==> config.mk <==
export PLATFORM = sky130hd
export DESIGN_NAME = message_ring_deque_core_flat
export DESIGN_NICKNAME = d
export VERILOG_FILES = /design/src/rtl/core/mrd_pkg.sv /design/src/rtl/core/mrd_req_if.sv /design/src/rtl/core/mrd_rsp_if.sv /design/src/rtl/core/mrd_ram.sv /design/src/rtl/core/mrd_ctrl.sv /design/src/rtl/core/mrd_dp.sv /design/src/rtl/core/message_ring_deque_core.sv /design/src/flat_wrapper.sv
export VERILOG_INCLUDE_DIRS = /design/src /design/src/rtl/core
export SDC_FILE = /design/constraint.sdc
export NUM_CORES = 1
export LEC_CHECK = 0
export BUFFER_PORTS_ARGS = -buffer_cell sky130_fd_sc_hd__buf_2
export CAP_MARGIN = 20
export CORE_MARGIN = 5
export CORE_UTILIZATION = 25
export DETAILED_ROUTE_END_ITERATION = 10
export PLACE_DENSITY_LB_ADDON = 0.12
export SLEW_MARGIN = 10
export SYNTH_ARGS = -nofsm -noshare
export SYNTH_HDL_FRONTEND = slang
export SYNTH_SLANG_ARGS = --single-unit
==> constraint.sdc <==
create_clock -name i_clk -period 13.7 [get_ports i_clk]
set_input_delay 1.37 -clock i_clk [delete_from_list [all_inputs] [get_ports i_clk]]
set_output_delay 1.37 -clock i_clk [all_outputs]
set_load 0.02 [all_outputs]
==> src/rtl/core/message_ring_deque_core_defines.svh <==
// Assertion macros for the message ring deque core.
`ifndef MESSAGE_RING_DEQUE_CORE_DEFINES_SVH
`define MESSAGE_RING_DEQUE_CORE_DEFINES_SVH

`ifndef SYNTHESIS
`define MRD_ASSERT(lbl, prop, txt) \
    lbl: assert property (@(posedge i_clk) disable iff (!i_rst_n) prop) else $error(txt);
`define MRD_ASSERT_ALWAYS(lbl, prop, txt) \
    lbl: assert property (@(posedge i_clk) prop) else $error(txt);
`else
`define MRD_ASSERT(lbl, prop, txt)
`define MRD_ASSERT_ALWAYS(lbl, prop, txt)
`endif

`endif

==> src/rtl/core/mrd_pkg.sv <==
package mrd_pkg;

    localparam int FUNC_W     = 2;
    localparam int ST_W       = 2;
    localparam int PORT_MSG_W = 32;
    localparam int CNT_W      = 5;

    localparam int DEPTH_DEF     = 16;
    localparam int MSG_WIDTH_DEF = 32;

    localparam logic [CNT_W-1:0] CAP_RESET = 5'd16;

    localparam logic [FUNC_W-1:0] FUNC_SEND = 2'd0;
    localparam logic [FUNC_W-1:0] FUNC_JAM  = 2'd1;
    localparam logic [FUNC_W-1:0] FUNC_RECV = 2'd2;

    localparam logic [ST_W-1:0] ST_DONE  = 2'd0;
    localparam logic [ST_W-1:0] ST_FULL  = 2'd1;
    localparam logic [ST_W-1:0] ST_EMPTY = 2'd2;

    typedef struct packed {
        logic take;
        logic load_rd;
    } t_cmd;

    typedef struct packed {
        logic rd_pend;
    } t_sts;

endpackage

==> src/rtl/core/mrd_req_if.sv <==
interface mrd_req_if;
    import mrd_pkg::*;

    logic                  valid;
    logic                  ready;
    logic [FUNC_W-1:0]     func;
    logic [PORT_MSG_W-1:0] msg_in;

    modport source (output valid, output func, output msg_in, input ready);
    modport sink   (input valid, input func, input msg_in, output ready);
endinterface

==> src/rtl/core/mrd_rsp_if.sv <==
interface mrd_rsp_if;
    import mrd_pkg::*;

    logic                  valid;
    logic                  ready;
    logic [ST_W-1:0]       status;
    logic [PORT_MSG_W-1:0] msg_out;
    logic [CNT_W-1:0]      fill_count;

    modport source (output valid, output status, output msg_out, output fill_count,
                    input ready);
    modport sink   (input valid, input status, input msg_out, input fill_count,
                    output ready);
endinterface

==> src/rtl/core/mrd_ram.sv <==
module mrd_ram #(
    parameter int WIDTH = 32,
    parameter int DEPTH = 16,
    parameter int AW    = (DEPTH > 1) ? $clog2(DEPTH) : 1
) (
    input  logic             i_clk,
    input  logic             i_we,
    input  logic [AW-1:0]    i_waddr,
    input  logic [WIDTH-1:0] i_wdata,
    input  logic [AW-1:0]    i_raddr,
    output logic [WIDTH-1:0] o_rdata
);
    logic [WIDTH-1:0] r_mem [DEPTH];
    logic [WIDTH-1:0] r_rdata;

    always_ff @(posedge i_clk) begin
        if (i_we) begin
            r_mem[i_waddr] <= i_wdata;
        end
        r_rdata <= r_mem[i_raddr];
    end

    assign o_rdata = r_rdata;
endmodule

==> src/rtl/core/mrd_ctrl.sv <==
module mrd_ctrl (
    input  logic          i_clk,
    input  logic          i_rst_n,
    input  logic          i_in_valid,
    input  logic          i_out_ready,
    input  mrd_pkg::t_sts i_sts,
    output logic          o_in_ready,
    output logic          o_out_valid,
    output mrd_pkg::t_cmd o_cmd
);
    import mrd_pkg::*;

    localparam logic [1:0] S_IDLE = 2'd0;
    localparam logic [1:0] S_RD   = 2'd1;
    localparam logic [1:0] S_OUT  = 2'd2;

    logic [1:0] r_state;
    logic [1:0] n_state;
    logic       in_ready;
    logic       take;

    assign in_ready = (r_state == S_IDLE) || ((r_state == S_OUT) && i_out_ready);
    assign take     = i_in_valid && in_ready;

    always_comb begin
        n_state = r_state;
        priority if (take) begin
            n_state = i_sts.rd_pend ? S_RD : S_OUT;
        end else if (r_state == S_RD) begin
            n_state = S_OUT;
        end else if ((r_state == S_OUT) && i_out_ready) begin
            n_state = S_IDLE;
        end else if (r_state != S_OUT) begin
            n_state = S_IDLE;
        end
    end

    always_ff @(posedge i_clk) begin
        if (!i_rst_n) begin
            r_state <= S_IDLE;
        end else begin
            r_state <= n_state;
        end
    end

    assign o_in_ready    = in_ready;
    assign o_out_valid   = (r_state == S_OUT);
    assign o_cmd.take    = take;
    assign o_cmd.load_rd = (r_state == S_RD);
endmodule

==> src/rtl/core/mrd_dp.sv <==
module mrd_dp #(
    parameter int DEPTH     = mrd_pkg::DEPTH_DEF,
    parameter int MSG_WIDTH = mrd_pkg::MSG_WIDTH_DEF
) (
    input  logic                           i_clk,
    input  logic                           i_rst_n,
    input  mrd_pkg::t_cmd                  i_cmd,
    input  logic [mrd_pkg::FUNC_W-1:0]     i_func,
    input  logic [mrd_pkg::PORT_MSG_W-1:0] i_msg_in,
    input  logic                           i_cfg_we,
    input  logic [mrd_pkg::CNT_W-1:0]      i_cfg_wdata,
    output mrd_pkg::t_sts                  o_sts,
    output logic [mrd_pkg::ST_W-1:0]       o_status,
    output logic [mrd_pkg::PORT_MSG_W-1:0] o_msg_out,
    output logic [mrd_pkg::CNT_W-1:0]      o_fill_count
);
    import mrd_pkg::*;

    localparam int IDX_W   = (DEPTH > 1) ? $clog2(DEPTH) : 1;
    localparam int SUM_W   = CNT_W + 1;
    localparam int CAP_MAX = (DEPTH < (2 ** CNT_W - 1)) ? DEPTH : (2 ** CNT_W - 1);
    localparam logic [CNT_W-1:0] CAP_LIM = CNT_W'(CAP_MAX);

    logic [CNT_W-1:0]      r_cap;
    logic [IDX_W-1:0]      r_head;
    logic [CNT_W-1:0]      r_count;
    logic [ST_W-1:0]       r_status;
    logic [PORT_MSG_W-1:0] r_msg;
    logic [CNT_W-1:0]      r_fill;

    logic [IDX_W-1:0]      n_head;
    logic [CNT_W-1:0]      n_count;
    logic [ST_W-1:0]       n_status;

    logic [CNT_W-1:0]      cap_eff;
    logic [SUM_W-1:0]      cap_x;
    logic [SUM_W-1:0]      head_x;
    logic [SUM_W-1:0]      tail_sum;
    logic [SUM_W-1:0]      jam_sum;
    logic [SUM_W-1:0]      adv_sum;
    logic [SUM_W-1:0]      tail_pos;
    logic [SUM_W-1:0]      jam_pos;
    logic [SUM_W-1:0]      adv_pos;
    logic                  full;
    logic                  empty;
    logic                  we;
    logic [IDX_W-1:0]      waddr;
    logic [MSG_WIDTH-1:0]  wdata;
    logic [MSG_WIDTH-1:0]  rdata;

    always_comb begin
        priority if (r_cap == '0) begin
            cap_eff = CNT_W'(1);
        end else if (r_cap > CAP_LIM) begin
            cap_eff = CAP_LIM;
        end else begin
            cap_eff = r_cap;
        end
    end

    assign cap_x    = SUM_W'(cap_eff);
    assign head_x   = SUM_W'(r_head);
    assign full     = (r_count >= cap_eff);
    assign empty    = (r_count == '0);

    // every sum stays below twice the capacity: one subtract wraps it
    assign tail_sum = head_x + SUM_W'(r_count);
    assign jam_sum  = head_x + cap_x - SUM_W'(1);
    assign adv_sum  = head_x + SUM_W'(1);
    assign tail_pos = (tail_sum >= cap_x) ? tail_sum - cap_x : tail_sum;
    assign jam_pos  = (jam_sum >= cap_x) ? jam_sum - cap_x : jam_sum;
    assign adv_pos  = (adv_sum >= cap_x) ? adv_sum - cap_x : adv_sum;

    assign wdata = MSG_WIDTH'(i_msg_in);

    always_comb begin
        n_head   = r_head;
        n_count  = r_count;
        n_status = ST_DONE;
        we       = 1'b0;
        waddr    = IDX_W'(tail_pos);
        unique case (i_func)
            FUNC_SEND: begin
                if (full) begin
                    n_status = ST_FULL;
                end else begin
                    we      = 1'b1;
                    n_count = r_count + CNT_W'(1);
                end
            end
            FUNC_JAM: begin
                waddr = IDX_W'(jam_pos);
                if (full) begin
                    n_status = ST_FULL;
                end else begin
                    we      = 1'b1;
                    n_head  = IDX_W'(jam_pos);
                    n_count = r_count + CNT_W'(1);
                end
            end
            FUNC_RECV: begin
                if (empty) begin
                    n_status = ST_EMPTY;
                end else begin
                    n_head  = IDX_W'(adv_pos);
                    n_count = r_count - CNT_W'(1);
                end
            end
            default: begin
            end
        endcase
    end

    assign o_sts.rd_pend = (i_func == FUNC_RECV) && !empty;

    mrd_ram #(
        .WIDTH (MSG_WIDTH),
        .DEPTH (DEPTH)
    ) u_ram (
        .i_clk   (i_clk),
        .i_we    (we && i_cmd.take),
        .i_waddr (waddr),
        .i_wdata (wdata),
        .i_raddr (r_head),
        .o_rdata (rdata)
    );

    always_ff @(posedge i_clk) begin
        if (!i_rst_n) begin
            r_cap   <= CAP_RESET;
            r_head  <= '0;
            r_count <= '0;
        end else if (i_cfg_we) begin
            r_cap   <= i_cfg_wdata;
            r_head  <= '0;
            r_count <= '0;
        end else if (i_cmd.take) begin
            r_head  <= n_head;
            r_count <= n_count;
        end
    end

    always_ff @(posedge i_clk) begin
        if (i_cmd.take) begin
            r_status <= n_status;
            r_msg    <= '0;
            r_fill   <= n_count;
        end else if (i_cmd.load_rd) begin
            r_msg    <= PORT_MSG_W'(rdata);
        end
    end

    assign o_status     = r_status;
    assign o_msg_out    = r_msg;
    assign o_fill_count = r_fill;
endmodule

==> src/rtl/core/message_ring_deque_core.sv <==
// Message ring deque: a queue of message words in a ring of DEPTH slots, of which the
// capacity register selects how many are used (0 acts as 1, above DEPTH acts as DEPTH).
// Each request sends at the tail, jams ahead of the head or receives from the head, and
// gives one response with status (done, full or empty), the received word (zero unless a
// receive succeeded) and the fill count after the request. Writing capacity empties the
// queue. A taken request's response is registered the next cycle; a successful receive
// adds a slot read state (registered read port), in which no request is taken. A new
// request is taken in the cycle its predecessor's response is taken, so sends, jams and
// failed requests sustain one per cycle while each response is taken at once.
`include "message_ring_deque_core_defines.svh"

module message_ring_deque_core #(
    parameter int DEPTH     = mrd_pkg::DEPTH_DEF,
    parameter int MSG_WIDTH = mrd_pkg::MSG_WIDTH_DEF
) (
    input  logic                      i_clk,
    input  logic                      i_rst_n,
    mrd_req_if.sink                   i_req,
    mrd_rsp_if.source                 o_rsp,
    input  logic                      i_cfg_we,
    input  logic [mrd_pkg::CNT_W-1:0] i_cfg_wdata
);
    import mrd_pkg::*;

    t_cmd w_cmd;
    t_sts w_sts;
    logic w_in_ready;
    logic w_out_valid;

    mrd_ctrl u_ctrl (
        .i_clk       (i_clk),
        .i_rst_n     (i_rst_n),
        .i_in_valid  (i_req.valid),
        .i_out_ready (o_rsp.ready),
        .i_sts       (w_sts),
        .o_in_ready  (w_in_ready),
        .o_out_valid (w_out_valid),
        .o_cmd       (w_cmd)
    );

    mrd_dp #(
        .DEPTH     (DEPTH),
        .MSG_WIDTH (MSG_WIDTH)
    ) u_dp (
        .i_clk        (i_clk),
        .i_rst_n      (i_rst_n),
        .i_cmd        (w_cmd),
        .i_func       (i_req.func),
        .i_msg_in     (i_req.msg_in),
        .i_cfg_we     (i_cfg_we),
        .i_cfg_wdata  (i_cfg_wdata),
        .o_sts        (w_sts),
        .o_status     (o_rsp.status),
        .o_msg_out    (o_rsp.msg_out),
        .o_fill_count (o_rsp.fill_count)
    );

    assign i_req.ready = w_in_ready;
    assign o_rsp.valid = w_out_valid;

    `MRD_ASSERT(a_fail_no_msg, (o_rsp.valid && (o_rsp.status != ST_DONE)) |-> (o_rsp.msg_out == '0), "failed request returned a message")
    `MRD_ASSERT(a_empty_count, (o_rsp.valid && (o_rsp.status == ST_EMPTY)) |-> (o_rsp.fill_count == '0), "empty status with nonzero fill count")
    `MRD_ASSERT(a_full_count, (o_rsp.valid && (o_rsp.status == ST_FULL)) |-> (o_rsp.fill_count != '0), "full status with zero fill count")
    `MRD_ASSERT(a_rd_then_out, w_cmd.load_rd |=> (o_rsp.valid && !w_cmd.load_rd), "read data not presented after slot read")
    `MRD_ASSERT_ALWAYS(a_no_take_in_rd, !i_rst_n || !(w_cmd.load_rd && w_in_ready), "take in read")
endmodule
==> src/flat_wrapper.sv <==
// flat-port wrapper written by rule: the top's interface ports become plain ports
module message_ring_deque_core_flat import mrd_pkg::*;
#(
    parameter int DEPTH     = mrd_pkg::DEPTH_DEF,
    parameter int MSG_WIDTH = mrd_pkg::MSG_WIDTH_DEF
)
  (i_clk, i_rst_n, i_cfg_we, i_cfg_wdata, i_req_valid, i_req_func, i_req_msg_in, i_req_ready, o_rsp_valid, o_rsp_status, o_rsp_msg_out, o_rsp_fill_count, o_rsp_ready);
  mrd_req_if i_req_i ();
  mrd_rsp_if o_rsp_i ();
  input  logic i_clk;
  input  logic i_rst_n;
  input  logic i_cfg_we;
  input  logic [mrd_pkg::CNT_W-1:0] i_cfg_wdata;
  input wire logic [$bits(i_req_i.valid)-1:0] i_req_valid;
  input wire logic [$bits(i_req_i.func)-1:0] i_req_func;
  input wire logic [$bits(i_req_i.msg_in)-1:0] i_req_msg_in;
  output wire logic [$bits(i_req_i.ready)-1:0] i_req_ready;
  output wire logic [$bits(o_rsp_i.valid)-1:0] o_rsp_valid;
  output wire logic [$bits(o_rsp_i.status)-1:0] o_rsp_status;
  output wire logic [$bits(o_rsp_i.msg_out)-1:0] o_rsp_msg_out;
  output wire logic [$bits(o_rsp_i.fill_count)-1:0] o_rsp_fill_count;
  input wire logic [$bits(o_rsp_i.ready)-1:0] o_rsp_ready;
  assign i_req_i.valid = i_req_valid;
  assign i_req_i.func = i_req_func;
  assign i_req_i.msg_in = i_req_msg_in;
  assign i_req_ready = i_req_i.ready;
  assign o_rsp_valid = o_rsp_i.valid;
  assign o_rsp_status = o_rsp_i.status;
  assign o_rsp_msg_out = o_rsp_i.msg_out;
  assign o_rsp_fill_count = o_rsp_i.fill_count;
  assign o_rsp_i.ready = o_rsp_ready;
  message_ring_deque_core #(.DEPTH(DEPTH), .MSG_WIDTH(MSG_WIDTH)) u_core (.i_clk(i_clk), .i_rst_n(i_rst_n), .i_req(i_req_i), .o_rsp(o_rsp_i), .i_cfg_we(i_cfg_we), .i_cfg_wdata(i_cfg_wdata));
endmodule
# After elaboration in Yosys (flattened, before gate mapping)
# Memories as Yosys holds them, arrays and structs flattened. A register that Yosys moved wholly into a read port is not among the register bits.
# Cells that the tools add are included.
[totals] ff_bits=55 latchBits=0 mem_bits_rw=512 rom_bits=0 input_bits=44 output_inout_bits=41 wordCells=69 n_memories=1
[classes] addsub=9 n_mul=0 n_div=0 n_lt_le_gt_ge=5 n_eq_ne=7 shift=0 n_mux=24 bitwise_logic=1 n_reduce_logical=15
[mem_list] name="u_core.u_dp.u_ram.r_mem" depth=16 word_bits=32 read_ports=1 rd_clocked_by_memory_dff=1 write_ports=1 line="mrd_ram.sv:13" source="logic [WIDTH-1:0] r_mem [DEPTH];"
[ops] op="4-bit two-way mux" n=6
[ops] op="5-bit two-way mux" n=4
[ops] op="4-bit by 5-bit adder with 6-bit output" n=2
[ops] op="6-bit by 5-bit greater-or-equal comparator with 1-bit output" n=2
[ops] op="2-bit two-way mux" n=6
[ops] op="4-bit subtractor" n=3
[ops] op="5-bit greater-or-equal comparator" n=2
[ops] op="5-bit zero test" n=2
[ops] op="5-bit case mux with 2 select lines" n=1
[ops] op="4-bit case mux with 2 select lines" n=1
[ops] op="2-bit inequality test, second input constant" n=3
[ops] op="6-bit by 1-bit subtractor with 6-bit output, second input constant" n=1
[ops] op="4-bit by 1-bit adder with 5-bit output, second input constant" n=1
[ops] op="5-bit by 1-bit adder with 5-bit output, second input constant" n=1
[ops] op="5-bit greater-than comparator, second input constant" n=1
[ops] op="1-bit two-way mux" n=5
[ops] op="5-bit by 1-bit subtractor with 5-bit output, second input constant" n=1
[ops] op="2-bit by 1-bit == test with 1-bit output, second input constant" n=2
[ops] op="2-bit == test, second input constant" n=2
[ops] op="1-bit logical AND" n=4
[ops] op="2-bit zero test" n=2
[ops] op="2-bit case mux with 2 select lines" n=1
[ops] op="4-bit AND reduction" n=1
[ops] op="4-bit nonzero test" n=1
[ops] op="other kinds (5)" n=6

# Logic depth before layout (Yosys ltp)
# Gate-level depths: netlist (run 1).
[logic_depth] depth_word=9 mapped_depth=18 ltp_nobuf=15

# Modules after synthesis
# From an unflattened synthesis (run 1), not the netlist that was laid out.
[unflattened] cells_unflattened=1223 hier_area_um2=23403.7
[modules_own_cells] mod="mrd_ram" instances=1 cells_per_inst=838 area_each_um2=19854.0 seq_area_each_um2=16015.4
[modules_own_cells] mod="mrd_dp" instances=1 cells_per_inst=372 area_each_um2=3423.3 seq_area_each_um2=1131.1
[modules_own_cells] mod="mrd_ctrl" instances=1 cells_per_inst=13 area_each_um2=126.4 seq_area_each_um2=40.0

# Least setup slack after synthesis (run 1)
# OpenSTA, ideal clock, no wires.
[synth_path] path_kind="register -> register" startpoint="register u_core.u_dp.r_head[1]" endpoint="memory u_core.u_dp.u_ram.r_mem[11][0] (enable)" setup_ns=0.513 arrival_time_ns=7.462 t_required_ns=13.187 setup_slack_ns=5.725 path_stages_with_launch=18 path_buffers=4 period_less_slack_ns=7.975 path_cell_list="dfxtp_1 -> clkbuf_1 -> clkbuf_1 -> clkbuf_1 -> inv_1 -> ha_1 -> inv_1 -> ha_1 -> fa_1 -> xor2_1 -> ha_1 -> a21o_1 -> a21oi_1 -> nand4_1 -> mux2_2 -> mux2i_4 -> buf_4 -> nor4b_1"
[synth_via] elab_chain_cells=5 elab_cells_between_ends=10 classes_between="5 x add/sub; 2 x order compare; 3 x mux"
[synth_lines] element="start: declaration" line="mrd_dp.sv:25" source="logic [IDX_W-1:0] r_head;"
[synth_lines] element="start signal: assignment" line="mrd_dp.sv:138" source="r_head <= n_head;"
[synth_lines] element="4-bit by 5-bit adder with 6-bit output" line="mrd_dp.sv:68" source="assign jam_sum = head_x + cap_x - SUM_W'(1);"
[synth_lines] element="6-bit by 1-bit subtractor with 6-bit output" line="mrd_dp.sv:68"
[synth_lines] element="6-bit by 5-bit greater-or-equal comparator with 1-bit output or 4-bit subtractor (tied branches)" line="mrd_dp.sv:71" source="assign jam_pos = (jam_sum >= cap_x) ? jam_sum - cap_x : jam_sum;"
[synth_lines] element="4-bit two-way mux" line="mrd_dp.sv:71"
[synth_lines] element="4-bit two-way mux (*)" line="mrd_dp.sv:82" source="unique case (i_func)"
[synth_lines] element="end: declaration" line="mrd_ram.sv:13"
# Every way passes the cells marked *; elsewhere a longest branch is shown, timed or not.

# Worst setup path in the final report (run 1)
[layout_path] startpoint="register u_core.u_dp.r_head[1]" endpoint="memory u_core.u_dp.u_ram.r_mem[2][21] (enable)"
# The elaborated chain is that of the path after synthesis.

==> results of run 1 <==
==> synth_stat cells (3+ instances only) <==
| cell | instances | area share |
|---|---|---|
| a211oi_1 | 4 | 0.0013 |
| a21o_1 | 7 | 0.0022 |
| a21oi_1 | 19 | 0.0040 |
| a31oi_1 | 4 | 0.0011 |
| and2_1 | 5 | 0.0013 |
| and3_1 | 5 | 0.0013 |
| buf_1 | 8 | 0.0013 |
| buf_2 | 8 | 0.0017 |
| buf_6 | 3 | 0.0014 |
| clkbuf_1 | 39 | 0.0062 |
| dfxtp_1 | 80 | 0.068 |
| edfxtp_1 | 519 | 0.66 |
| fa_1 | 4 | 0.0034 |
| ha_1 | 36 | 0.019 |
| inv_1 | 24 | 0.0038 |
| mux2_2 | 4 | 0.0019 |
| mux2i_1 | 10 | 0.0042 |
| mux4_2 | 160 | 0.15 |
| nand2_1 | 83 | 0.013 |
| nand2b_1 | 7 | 0.0019 |
| nand3_1 | 8 | 0.0017 |
| nand4_1 | 3 | 0.00080 |
| nor2_1 | 9 | 0.0014 |
| nor2b_1 | 11 | 0.0029 |
| nor3_1 | 5 | 0.0011 |
| nor4b_1 | 3 | 0.0011 |
| nor4bb_1 | 3 | 0.0013 |
| o211a_1 | 4 | 0.0017 |
| o21ai_0 | 41 | 0.0087 |
| o221ai_1 | 3 | 0.0011 |
| o22ai_1 | 3 | 0.00080 |
| o31ai_1 | 3 | 0.00095 |
| or2_2 | 5 | 0.0013 |
| xnor2_1 | 10 | 0.0037 |
| xor2_1 | 4 | 0.0015 |
==> worst max-delay path, delay by kind of cell, from the launching register on <==
family	cells	cell delay (ns)
AO/OA/AOI/OAI	2	0.47
buffers and inverters	2	0.19
XOR/XNOR	1	0.27
flip-flops	1	0.87
adder cells (fa/ha/maj)	4	1.29
multiplexers	2	0.99
AND/OR/NAND/NOR	2	1.35
==> logic make-up (layout without fill, tap and decap cells) <==
logic type      count (synthesis)  in the layout  share of synthesized area
flops                         599            599                      0.728
fa+ha+maj                      40             40                     0.0225
simple gates                  162            162                     0.0376
compound gates                110            110                     0.0303
mux                           177            177                      0.161
buf+inv                        86            271                     0.0154
xor+xnor                       14             14                    0.00519
==> layer usage <==
metal	share of wire	wire, µm
met5	0.00025	15
met1	0.45	26800
met4	0.023	1390
met3	0.037	2160
met2	0.49	28800
==> layout make-up <==
class | count | area, µm²
clock buffer | 87 | 1850
clock inverter | 44 | 420
fill | 9211 | 65500
inverter | 26 | 97.6
multi-input combinational | 503 | 6160
sequential | 599 | 17200
tap | 1254 | 1570
timing repair buffer | 114 | 649
==> through the flow <==
step	power [mW]	hold WS, ns	instance area [µm²]	std cells	util
finish	4.08	0.424	27900	2627	0.299
CTS	4.16	0.428	27900	2626	0.299
floorplan	2.20	0.401	23600	1188	-
global placement	2.29	0.412	25700	2495	0.275
detailed placement	2.30	0.414	25700	2495	0.275
global route	4.25	0.455	27900	2627	0.299
==> registers in the layout, summed over array words and instances (netlist names) <==
name                       flops
u_core.u_dp.o_fill_count       5
u_core.u_dp.o_status           2
u_core.u_dp.u_ram.o_rdata     32
u_core.u_dp.u_ram.r_mem      512
u_core.u_dp.r_cap              5
u_core.u_dp.r_head             4
u_core.u_dp.o_msg_out         32
u_core.u_ctrl.r_state          2
u_core.u_dp.r_count            5
==> layout by cell type (no fill, tap or decap), types with 5 or more instances in the layout <==
master	count
xnor2_1	10
nor3_1	5
and2_1	5
a21o_1	7
mux4_2	160
or2_2	5
clkinv_2	14
dfxtp_1	77
and3_1	5
clkinvlp_4	5
nor2b_1	10
clkbuf_16	71
ha_1	36
buf_2	84
nand3_1	8
mux2i_1	10
nand2b_1	6
a21oi_1	19
nor2_1	9
clkbuf_1	15
edfxtp_1	519
inv_1	23
clkinv_1	13
buf_4	29
o21ai_0	41
nand2_1	83
==> power groups by stage <==
stage	Clock (mW)	Sequential, mW	Combinational, mW
after CTS	1.90	2.03	0.226
after global routing	1.98	2.04	0.240
final	1.83	2.03	0.219
after detailed placement	0	2.07	0.225
after global placement	0	2.07	0.224
after floorplan	0	2.07	0.134
==> worst paths after layout <==
check,from,end,slack [ns]
worst max register to register,u_core.u_dp.r_head[1]$_SDFFE_PP0P_,u_core.u_dp.u_ram.r_mem[2][21]$_DFFE_PP_,7.84
worst min-delay path,u_core.u_dp.u_ram.o_rdata[25]$_DFF_P_,u_core.u_dp.o_msg_out[25]$_SDFFE_PP0P_,0.42
worst min register to register,u_core.u_dp.u_ram.o_rdata[25]$_DFF_P_,u_core.u_dp.o_msg_out[25]$_SDFFE_PP0P_,0.42
worst max-delay path,u_core.u_dp.r_head[1]$_SDFFE_PP0P_,u_core.u_dp.u_ram.r_mem[2][21]$_DFFE_PP_,7.84
==> impl_results.md, run 1 <==
- Power Density: 146 nW/µm²
- Row Count: 112
- Setup CP Type: reg2reg
- Via density: approximately 4.4
- Die X: 317 µm
- Sequential fraction of the synthesis area: 0.728
- Crit path DAT: 6.08 ns
- DRT Wirelength: between 50 and 60 mm
- Ys async rst share: 0
- Setup Viol. Count Final: 0
- CP startpoint kind: register
- Internal power: roughly 3.2 mW
- Net Switching: 920 µW
- Fmax: 171 MHz
- Sequential share of power: 0.499
- Cell mode on critical path: ha_1
- Yosys warnings: 0
- Worst hold path stage count: 2
- Die ar.: 101000 µm²
- Dpl ws: 7.49 ns
- Post-route setup slack: 7.84 ns
- Met2 usage: 0.198
- Synthesized cell area: 23600 µm²
- Yosys cell types: 71
- Clock share of power: 0.448
- Initial antenna violation count: 2
- Leak: 9.14 nW
- Vias in the first global route: 12515
- H-Tree Depth: 3
- Total GRT Usage: 0.119
- Post-cts resize count: 0
- Max-slew violation count: 0
- CP Cell Sequence: inv_1, ha_1, inv_1, ha_1, fa_1, xor2_1, ha_1, a21o_1, a21oi_1, nand4_1, mux2_2, mux2i_4, and4b_2
- DR iter-0 viols: 757
- Slew @ Worst Pin: 1.05 ns
- Synthesized Nets: 1272
- Switching Share: 0.226
- Clk buf depth: 3
- Busiest grt layer: met2
- Max incr delay on CP: 1.06 ns
- Maxcap violations: 0
- Setup TNS: 0 ns
- First-pass GRT wire length: 87.5 mm
- Post-CTS setup buffer count: 0
- Post-synth EDFFs: 519
- Hold Path Class: reg2reg
- WL/cell: 22.5 µm
- Number of antenna diodes: 0
- Layout area overhead: 18.4%
- Final Wtd Congestion: 0.737
- Core area: 93500 µm²
- Vias after detailed routing: 11485
- IO Port Bufs: between 80 and 90
- Main flop type after synthesis: edfxtp_1
- Post-CTS Hold Fix Bufs: 0
- Status: finished clean
- Final hold violations: 0
- Minimum clock period: around 5.9 ns
- Clock sink total: 599
- R2R cell count: 13
- Critical path peak fanout: 44
- Die Ht: between 300 and 400 µm
- Synth Instances: 1188
- Maximum VDD drop: roughly 76 µV
- Reg clk slew, reported paths: 0.06 ns
- Largest net degree at the start of global routing: 48
- Register bit total from synthesis: 599
- CP max stage cell: and4b_2
- Post-DP HPWL: approximately 34 mm
- Crit end category: register
- Initial Utilization: 0.253
- Final net count: around 1400
- Grt total ovfl: 0
- Drt pass-1 iters: 6
- Logic gate share of total power: 0.054
- Clock root buffer master: clkbuf_16
- RSZ-0062 raised after global routing: no
- Detail Route Antenna Nets: 0
- Mean Syn Cell Area: just under 20 µm²
- Met3 Usage GRT: 0.0248
- CP Data Required Time: 13.93 ns
- Clock latency on the worst-skew pair: 0.62 ns
- Max_slew headroom: 0.300
- CTS tree: built
- Skew final: 0.0288 ns
- Ports: 85
- CTS Buf Count: 71
- DRC violations left: 0
- Layout cells sized above 1: 0.306
- Final Cycle Share: 0.428
- Met1 Track Usage GR: 0.159
(Power assumes the default switching activity.)
==> run 2: changes to the inputs <==
- clock period: 13.7 -> 5.8 ns (I/O delays scaled with it)
==> run 2 against run 1 <==
  * Flip-flop and latch count unchanged
  * Clock power up 130%
  * Non-clock buffer count up 10
  * Clock skew down 0.0011 ns
  * Global-route usage up 0.097 points
  * Die area unchanged
  * Highest routed layer unchanged
==> impl_results.md, run 2 (same netlist as run 1, synthesis figures left out) <==
- Status: finished clean
- Setup CP Type: reg2reg
- Maxcap violations: 0
- Die X: around 320 µm
- Setup Viol. Count Final: 0
- Grt total ovfl: 0
- Most common cell after layout, fill and taps aside: edfxtp_1
- Fmax: around 190 MHz
- Slew @ Worst Pin: 1.13 ns
- Initial Utilization: 0.253
- Worst hold path stage count: 3
- Max_slew headroom: 0.249
- Via density: 4.36
- Leak: between 9 and 10 nW
- CP Cell Sequence: clkinv_1, o21ai_0, ha_1, inv_1, ha_1, fa_1, xor2_1, ha_1, a21o_1, a21oi_1, a21oi_1, a211o_1, or3b_1, and4bb_2, buf_4
- Critical R2R Launch: u_core.u_dp.r_cap[4]$_SDFFE_PN1P_
- Critical path's top delay family: adder cells
- WHS: about 0.22 ns
- Reg clk slew, reported paths: 0.05 ns
- Final Wtd Congestion: 0.719
- Total GRT Usage: 0.120
- Clock latency on the worst-skew pair: 0.62 ns
- Worst setup startpoint: u_core.u_dp.r_cap[4]$_SDFFE_PN1P_
- CTS Buf Count: 71
- R2R cell count: 15
- Initial antenna violation count: 3
- Maximum VDD drop: 184 µV
- Post-route setup slack: 0.497 ns
- Clk buf depth: 3
- Clock sink total: 599
- Hold Path Class: in2reg
- Most frequent cells in the layout: edfxtp_1 (519), mux4_2 (160), buf_2 (84), nand2_1 (83), dfxtp_1 (77)
- Met2 usage: 0.196
- Max-slew violation count: 0
- Power Density: 342 nW/µm²
- Final hold violations: 0
- Vias in the first global route: 12408
- Core area: 93500 µm²
- Final Cycle Share: 0.914
- Clock root buffer master: clkbuf_16
- Most flop-heavy register: u_core.u_dp.u_ram.r_mem
- Cell mode on critical path: ha_1
- Row Count: 112
- CP Data Required Time: 6.04 ns
- Max incr delay on CP: 0.62 ns
- DRC violations left: 0
- Critical path depth: 15
- First-pass GRT wire length: 88.3 mm
- Area of the multi-input gates: 6200 µm²
- Max reg flops: 512
- Dpl ws: between 0.4 and 0.5 ns
- Post-CTS Hold Fix Bufs: 0
- Met3 Usage GRT: 0.0241
- CP startpoint kind: register
- Die Ht: 317 µm
- Crit end category: register
- Busiest grt layer: met2
- IO Port Bufs: 84
- Post-CTS setup buffer count: 0
- CTS tree: built
- Ports: 85
- Vias after detailed routing: 11514
- H-Tree Depth: 3
- CP bufs+invs: 3
- Layout cells sized above 1: 0.310
- WL/cell: 22.7 µm
- Crit path DAT: 5.54 ns
- Detail Route Antenna Nets: 0
- CP max stage cell: or3b_1
- RSZ-0062 raised after global routing: no
- HP Start: i_cfg_wdata[4]
- Largest net degree at the start of global routing: between 100 and 150
- DRT Wirelength: 59.9 mm
- Drt pass-1 iters: 5
- Layout area overhead: 19.3%
- Skew final: 0.0277 ns
- Post-cts resize count: 0
- Met1 Track Usage GR: 0.165
- Die ar.: approximately 100000 µm²
- DR iter-0 viols: 683
- Final net count: 1409
- Critical path peak fanout: 32
- Sequential Area: approximately 17000 µm²
- Post-DP HPWL: around 36 mm
- Fillers: 9173
- Minimum clock period: 5.30 ns
run 2: path summary, 6_finish.rpt:
| kind | slack (ns) | end |
|---|---|---|
| max | 0.50 | u_core.u_dp.u_ram.r_mem[4][27]$_DFFE_PP_ |
| min | 0.22 | u_core.u_dp.r_cap[4]$_SDFFE_PN1P_ |
| max reg2reg | 0.50 | u_core.u_dp.u_ram.r_mem[4][27]$_DFFE_PP_ |
| min reg2reg | 0.43 | u_core.u_dp.o_msg_out[30]$_SDFFE_PP0P_ |
run 2: layer usage:
layer | vias to the layer above | routed length (µm)
met4 | 6 | 1210
li1 | 5139 | -
met1 | 6081 | 27600
met3 | 87 | 2220
met5 | - | 37
met2 | 201 | 28800
run 2: metrics by stage:
stage | util | TNS [ns] | total power, mW | std cells | cell area [µm²]
floorplan | - | -170.16 | 5.21 | 1188 | 23600
global placement | 0.277 | 0 | 5.45 | 2505 | 25900
detailed placement | 0.277 | 0 | 5.45 | 2505 | 25900
CTS | 0.301 | 0 | 9.82 | 2635 | 28100
global route | 0.301 | 0 | 10.0 | 2636 | 28100
finish | 0.301 | 0 | 9.63 | 2638 | 28100
run 2: cell type report:
| cell class | count | share of cell area |
|---|---|---|
| sequential | 599 | 0.611 |
| multi-input combinational | 503 | 0.220 |
| clock buffer | 92 | 0.0677 |
| tap | 1254 | 0.0557 |
| timing repair buffer | 124 | 0.0292 |
| clock inverter | 38 | 0.0127 |
| inverter | 26 | 0.00351 |
| antenna | 2 | 0.000178 |
run 2: tightest hold or removal path, cell delays in order:
cell,delay (ns)
buf_2,0.08
nand2_1,0.04
o211ai_1,0.07
run 2: report_power, final:
| part | total, mW | switching (mW) | internal, mW | leakage, nW |
|---|---|---|---|---|
| Sequential | 4.80 | 0.0248 | 4.77 | 5.34 |
| Combinational | 0.546 | 0.332 | 0.214 | 2.82 |
| Clock | 4.29 | 1.80 | 2.49 | 1.11 |
| Total | 9.63 | 2.16 | 7.48 | 9.27 |
